<file path="src/rtl/core/kli_pkg.sv">
// Package for the keyframe linear interpolator core.
// Holds shared widths, action codes, reset values and the saturating add.
// Depends on nothing.
package kli_pkg;

  localparam int MAX_KEYFRAMES_DEF = 64;
  localparam int NCH = 4;
  localparam int POS_W = 32;
  localparam int STEP_W = 10;
  localparam int ACT_W = 2;
  localparam int FS_OUT_W = 7;
  localparam int KF_W = NCH * POS_W;

  localparam logic [STEP_W-1:0] STEPS_RESET = 10'd50;

  localparam logic [ACT_W-1:0] ACT_SAVE = 2'd0;
  localparam logic [ACT_W-1:0] ACT_PLAY = 2'd1;
  localparam logic [ACT_W-1:0] ACT_TICK = 2'd2;

  localparam logic signed [POS_W-1:0] POS_MAX = 32'sh7FFF_FFFF;
  localparam logic signed [POS_W-1:0] POS_MIN = 32'sh8000_0000;

  typedef logic signed [POS_W-1:0] pos_t;
  typedef logic signed [POS_W:0] diff_t;

  function automatic pos_t sat_add(input pos_t a, input pos_t b);
    logic signed [POS_W:0] sum;
    pos_t res;
    sum = {a[POS_W-1], a} + {b[POS_W-1], b};
    if (sum[POS_W] != sum[POS_W-1]) begin
      res = sum[POS_W] ? POS_MIN : POS_MAX;
    end else begin
      res = sum[POS_W-1:0];
    end
    return res;
  endfunction

endpackage

</file>
<file path="src/rtl/core/kli_div.sv">
// Radix-2 restoring divider for one channel's increment, one quotient bit per cycle.
// Divides a signed 33-bit difference by the step count and saturates; uses kli_pkg.
module kli_div
  import kli_pkg::*;
(
  input  logic              clk,
  input  logic              rst,
  input  logic              start,
  input  diff_t             dividend,
  input  logic [STEP_W-1:0] divisor,
  output logic              done,
  output pos_t              quotient
);

  localparam int ITER = POS_W + 1;
  localparam int CNT_W = $clog2(ITER + 1);

  logic              busy;
  logic              neg;
  logic [POS_W:0]    mag;
  logic [STEP_W-1:0] rem;
  logic [STEP_W-1:0] dvs;
  logic [CNT_W-1:0]  cnt;
  logic [STEP_W:0]   trial;
  logic [STEP_W:0]   trial_sub;
  logic              ge;

  assign trial = {rem, mag[POS_W]};
  assign ge = trial >= {1'b0, dvs};
  assign trial_sub = trial - {1'b0, dvs};

  always_ff @(posedge clk) begin
    if (rst) begin
      busy <= 1'b0;
      done <= 1'b0;
    end else if (start) begin
      busy <= 1'b1;
      done <= 1'b0;
      cnt <= CNT_W'(ITER);
      neg <= dividend[POS_W];
      mag <= dividend[POS_W] ? (POS_W + 1)'(-dividend) : dividend;
      rem <= '0;
      dvs <= divisor;
    end else if (busy) begin
      rem <= ge ? trial_sub[STEP_W-1:0] : trial[STEP_W-1:0];
      mag <= {mag[POS_W-1:0], ge};
      cnt <= cnt - 1'b1;
      if (cnt == CNT_W'(1)) begin
        busy <= 1'b0;
        done <= 1'b1;
      end
    end
  end

  always_comb begin
    if (neg) begin
      if (mag[POS_W] || (mag[POS_W-1] && |mag[POS_W-2:0])) begin
        quotient = POS_MIN;
      end else begin
        quotient = -$signed(mag[POS_W-1:0]);
      end
    end else begin
      if (mag[POS_W] || mag[POS_W-1]) begin
        quotient = POS_MAX;
      end else begin
        quotient = $signed(mag[POS_W-1:0]);
      end
    end
  end

endmodule

</file>
<file path="config.mk">
export PLATFORM = sky130hd
export DESIGN_NAME = kli_div
export DESIGN_NICKNAME = d
export VERILOG_FILES = /design/src/rtl/core/kli_pkg.sv /design/src/rtl/core/kli_div.sv
export SDC_FILE = /design/constraint.sdc
export NUM_CORES = 1
export LEC_CHECK = 0
export BUFFER_PORTS_ARGS = -buffer_cell sky130_fd_sc_hd__buf_2
export CAP_MARGIN = 10
export CORE_MARGIN = 1.5
export CORE_UTILIZATION = 58
export DETAILED_ROUTE_END_ITERATION = 7
export MAX_ROUTING_LAYER = met4
export PLACE_DENSITY = 0.86
export REMOVE_ABC_BUFFERS = 1
export SLEW_MARGIN = 20
export SYNTH_ARGS = -nofsm -noshare
export SYNTH_HDL_FRONTEND = slang
export SYNTH_SLANG_ARGS = --single-unit
</file>
<file path="constraint.sdc">
create_clock -name clk -period 4.5 [get_ports clk]
set_input_delay 0.9 -clock clk [delete_from_list [all_inputs] [get_ports clk]]
set_output_delay 0.9 -clock clk [all_outputs]
set_load 0.01 [all_outputs]
</file>
# Word level (Yosys, flattened, before mapping)
# Cells that the tools add are included.
# W data, S select, Z words.
dict set report op_classes {
  addsub 4
  magnitude_cmp 1
  n_eq_ne 1
  n_mux 12
  bitwise 1
  reduce_logical 9
}
# operator n
set op_table {}
lappend op_table {{$mux W33} 3}
lappend op_table {{$mux W32} 3}
lappend op_table {{$neg A33 Y33} 1}
lappend op_table {{$neg A32 Y32} 1}
lappend op_table {{$reduce_or A31 Y1} 1}
lappend op_table {{$mux W10} 2}
lappend op_table {{$ge A11 B10 Y1} 1}
lappend op_table {{$sub A10 B10 Y10} 1}
lappend op_table {{$eq A6 B1 Y1 const B} 1}
lappend op_table {{$mux W6} 1}
lappend op_table {{$reduce_and A2 Y1} 3}
lappend op_table {{$sub A6 B1 Y6 const B} 1}
lappend op_table {{$mux W1} 3}
lappend op_table {{$logic_or A1 B1 Y1} 2}
lappend op_table {{$reduce_bool A2 Y1} 1}
lappend op_table {{$reduce_or A2 Y1} 1}
lappend op_table {{$logic_and A1 B1 Y1} 1}
lappend op_table {{$not A1 Y1} 1}
dict set report word_totals {
  ff_bits 62
  elab_cells 35
}

# Longest topological paths before layout
dict set report depth {
  ltp_word 5
  depth_mapped 9
  ltp_nobuf 9
}

# Worst setup path after synthesis
# OpenSTA, ideal clock, no wires.
dict set report synth_path {
  path_kind {input to register}
  start {input start}
  end {register cnt[0], enable pin}
  setup_ps 457
  arrival_time_ps 3296
  path_slack_ps 747
  cell_stages 3
  path_cell_list {clkbuf_1 nor2_1 nor2_1}
}
dict set report synth_between {
  elab_chain_cells 2
}
# item line_no
set synth_lines {}
lappend synth_lines {{start, declared} kli_div.sv:8} ;# input logic start,
lappend synth_lines {{$reduce_bool A2 Y1 (no line)} --}
lappend synth_lines {{$reduce_and A2 Y1 (no line)} --}
lappend synth_lines {{end signal, assigned} kli_div.sv:39} ;# cnt <= CNT_W'(ITER);
lappend synth_lines {{end signal, assigned} kli_div.sv:47} ;# cnt <= cnt - 1'b1;
lappend synth_lines {{end, declared} kli_div.sv:23} ;# logic [CNT_W-1:0] cnt;
# No other way between the ends.
# A chain may end at the register's enable or synchronous reset.

# Worst setup path in the final report
dict set report layout_path {
  start {register mag[11]}
  end {output quotient[2]}
}
dict set report layout_between {
  elab_chain_cells 5
}
# item line_no
set layout_lines {}
lappend layout_lines {{start, declared} kli_div.sv:20} ;# logic [POS_W:0] mag;
lappend layout_lines {{start signal, assigned} kli_div.sv:41} ;# mag <= dividend[POS_W] ? (POS_W + 1)'(-dividend) : dividend;
lappend layout_lines {{start signal, assigned} kli_div.sv:46} ;# mag <= {mag[POS_W-1:0], ge};
lappend layout_lines {{$reduce_or A31 Y1} kli_div.sv:57} ;# if (mag[POS_W] || (mag[POS_W-1] && |mag[POS_W-2:0])) begin
lappend layout_lines {{$logic_and A1 B1 Y1} kli_div.sv:57}
lappend layout_lines {{$logic_or A1 B1 Y1} kli_div.sv:57}
lappend layout_lines {{$mux W32} kli_div.sv:57}
lappend layout_lines {{$mux W32} kli_div.sv:56} ;# if (neg) begin
lappend layout_lines {{end, declared} kli_div.sv:12} ;# output pos_t quotient
# No other way between the ends.

==> metrics.md <==
| Metric | Value |
|---|---|
| Register area | `1840 µm²` |
| Core Area | `between 8000 and 9000 µm²` |
| Startpoint types | `register` |
| Switching Fraction | `between 30 and 40%` |
| Initial core utilization | `between 60% and 70%` |
| Vias per Instance | `6.49` |
| Unrepaired setup endpoints after global routing | `false` |
| Wire per inst | `roughly 18 µm` |
| Worst hold stages | `2` |
| Number of synthesized flops with an enable pin | `60` |
| Pwr Total | `around 1800 µW` |
| Longest Clk Path Bufs | `2` |
| R2R depth | `6` |
| DRC Markers | `0` |
| Rows | `33` |
| R2r endpoint | `rem[3]` |
| Sink of the worst hold path | `done` |
| Post-CTS Setup Inserts | `0` |
| Distinct cells, synth | `64` |
| Via count | `~5000` |
| CTS tree | `yes` |
| NetSw | `542 µW` |
| Clk pwr share | `about a third` |
| Setup Crit Path Kind | `register to output port` |
| Synth area leaders | `edfxtp_1, nor2_1, xor2_1` |
| Clock tree sinks | `62` |
| Design area | `between 5000 and 6000 µm²` |
| Num CTS Buffers | `9` |
| Max Freq | `roughly 0.25 GHz` |
| Worst Hold Class | `register to register` |
| Min-delay src | `done` |
| GPL Wtd Cong | `just under 1` |
| # fillers | `between 600 and 700` |
| Int Pwr | `about 1200 µW` |
| Total iterations of the first detailed-routing run | `5` |
| Vias in the first global route | `4715` |
| Asr flop ratio synth | `0%` |
| Overall routing resource usage | `a little under a third` |
| Sequential Power Share | `about two fifths` |
| Total power divided by cell area | `about 310 nW/µm²` |
| Placement Cell Area | `around 5500 µm²` |
| # port buffers | `about 80` |
| Largest net degree at the start of global routing | `93` |
| Antenna cells | `0` |
| Seq/Total Area, Yosys | `between 30% and 40%` |
| Minimum clock period | `4.04 ns` |
| Most frequent cells in the layout | `buf_2, nor2_1, edfxtp_1` |
| Setup violators final | `0` |
| Tcrit/Tclk final | `89.8%` |
| Run status | `completed` |
| Slew Limit Fails | `0` |
| Cells after Synth | `590` |
| R2r setup slk | `approximately 1.8 ns` |
| Post-cts resize count | `0` |
| Arr. time, crit path | `3.14 ns` |
| Detail Placement HPWL | `around 9500 µm` |
| Area leader, netlist | `edfxtp_1` |
| Commonest non-fill, non-tap cell in the layout | `buf_2` |
| Slew margin rel. | `31.9%` |
| Crit. End Element | `output port` |
| Share of cells above drive strength 1 | `between 10% and 20%` |
| Clk slew on worst S/H paths | `roughly 0.080 ns` |
| CP required | `between 3 and 4 ns` |
| Yosys warns | `0` |
| Die area | `9340 µm²` |
| Die Height | `96.7 µm` |
| Static Leak | `approximately 0.0022 µW` |
| Logic pwr share | `roughly a quarter` |
| Synthesized cell area | `slightly above 5000 µm²` |
| Max-Cap Viols | `0` |
| Least-Margin Pin Slew | `around 1.0 ns` |
| Maximum VDD drop | `between 200 and 250 µV` |
| H-tree depth | `3` |
| NumNets Final | `between 700 and 800` |
| Final hold vios | `0` |
| DRT iter0 DRCs | `about 410` |
| Multi-input gate area | `approximately 3000 µm²` |
| Area grow syn2layout | `12.9%` |
| Worst-Skew Late Latency | `roughly 0.35 ns` |
| Flop and latch count out of synthesis | `62` |
| Ports | `approximately 80` |
| Total Wirelength | `~14000 µm` |
| Die span in x | `between 90 and 100 µm` |
| Global-route wire length before repair | `22400 µm` |
| Post-synth top area share | `a little over a third` |
| Setup TNS | `0 ns` |
| Final setup skew | `just over 0.01 ns` |
| Initial antenna violation count | `0` |
| Dominant synthesized flop cell | `edfxtp_1` |
| Syn Area/Cell | `about 8.6 µm²` |
| Clock root cell | `clkbuf_8` |
| CTS hold repair buffers | `0` |
| Total grt overflow | `0` |
| Worst reg2reg startpoint | `rem[0]` |
| Final ANT Viol Nets | `0` |
| Crit-path max FO | `14` |
## worst max-delay path by stage
stage	from	end	slack [ns]	cells after the start
2_1_floorplan	mag[11]	quotient[29]	1.0	5
3_3_place_gp	mag[11]	quotient[29]	0.87	7
3_5_place_dp	mag[11]	quotient[29]	0.79	7
4_1_cts	mag[21]	quotient[29]	0.41	6
5_1_grt	mag[21]	quotient[2]	0.22	7
6_report	mag[11]	quotient[2]	0.46	8
## flip-flops by register name, indices dropped and copies added, names as in the netlist
register  flops
dvs          10
done          1
cnt           6
busy          1
rem          10
neg           1
mag          33
## Yosys cell counts (all sizes together) (2+ instances only)
cell type	n
edfxtp	60
inv	23
nand2b	8
nand3b	5
nand3	22
nand4b	8
o211ai	2
dfxtp	2
a211oi	10
nor4	11
o21bai	2
o21ai	13
xor2	31
o21a	6
ha	14
mux2i	8
a32oi	2
buf	8
or3	15
o22ai	7
nor2	77
a41oi	3
xnor2	5
and2	3
clkbuf	30
o211a	2
nand4	12
nor3	38
nor2b	6
nor4b	2
o31ai	18
a21o	5
a311oi	3
a211o	2
o41ai	13
a21oi	50
and3	2
o31a	2
nand2	37
or4	6
or2	3
a31oi	4
## metal layers
layer | routed length, µm | global-route usage [%] | part of all wire (%)
met4 | 301 | 11.6 | 2.2
met2 | 6700 | 48.5 | 49
met1 | 5550 | 38.0 | 41
met5 | 0 | - | 0
met3 | 988 | 4.99 | 7.3
## stage by stage
step / std cells / hold slack, ns / util, % / setup WS, ns
floorplan: 552 / 0.546 / - / 0.996
global placement: 741 / 0.512 / 65.8 / 0.867
detailed placement: 741 / 0.535 / 65.8 / 0.794
CTS: 757 / 0.553 / 68.8 / 0.410
global route: 758 / 0.601 / 68.9 / 0.220
finish: 758 / 0.538 / 68.9 / 0.460
## critical path: stages, from the launching register on
cell and delay, ns:
edfxtp_1 0.45, or4_4 0.61, nor4_4 0.26, buf_4 0.22
and2_1 0.37, a21oi_2 0.22, buf_6 0.24, a311oi_2 0.24
buf_2 0.17
## kinds of logic (layout without fill, tap and decap cells)
group           count (synthesis)  after routing  share of synthesized area (%)
compound gates                150            150                           20.5
xor+xnor                       36             36                           6.20
fa+ha+maj                      15             15                           3.84
buf+inv                        61            124                           5.09
flops                          62             62                           36.2
mux                             9              9                           1.79
simple gates                  257            257                           26.4
## layout make-up
| class | instances | share of cell area (%) |
|---|---|---|
| repair buffers | 85 | 7.77 |
| clock buffers | 9 | 2.16 |
| multi-input cells | 467 | 52.1 |
| clock inverters | 7 | 2.11 |
| inverters | 23 | 1.50 |
| flip-flops and latches | 62 | 32.0 |
| well taps | 105 | 2.29 |
## power groups by stage
stage,combinational (µW),sequential (µW),clock [µW]
after floorplan,269,743,0
after global placement,404,747,0
after detailed placement,416,750,0
after CTS,421,737,615
after global routing,471,745,641
final,427,738,609
Note: power is estimated with default switching activity, not from simulation.
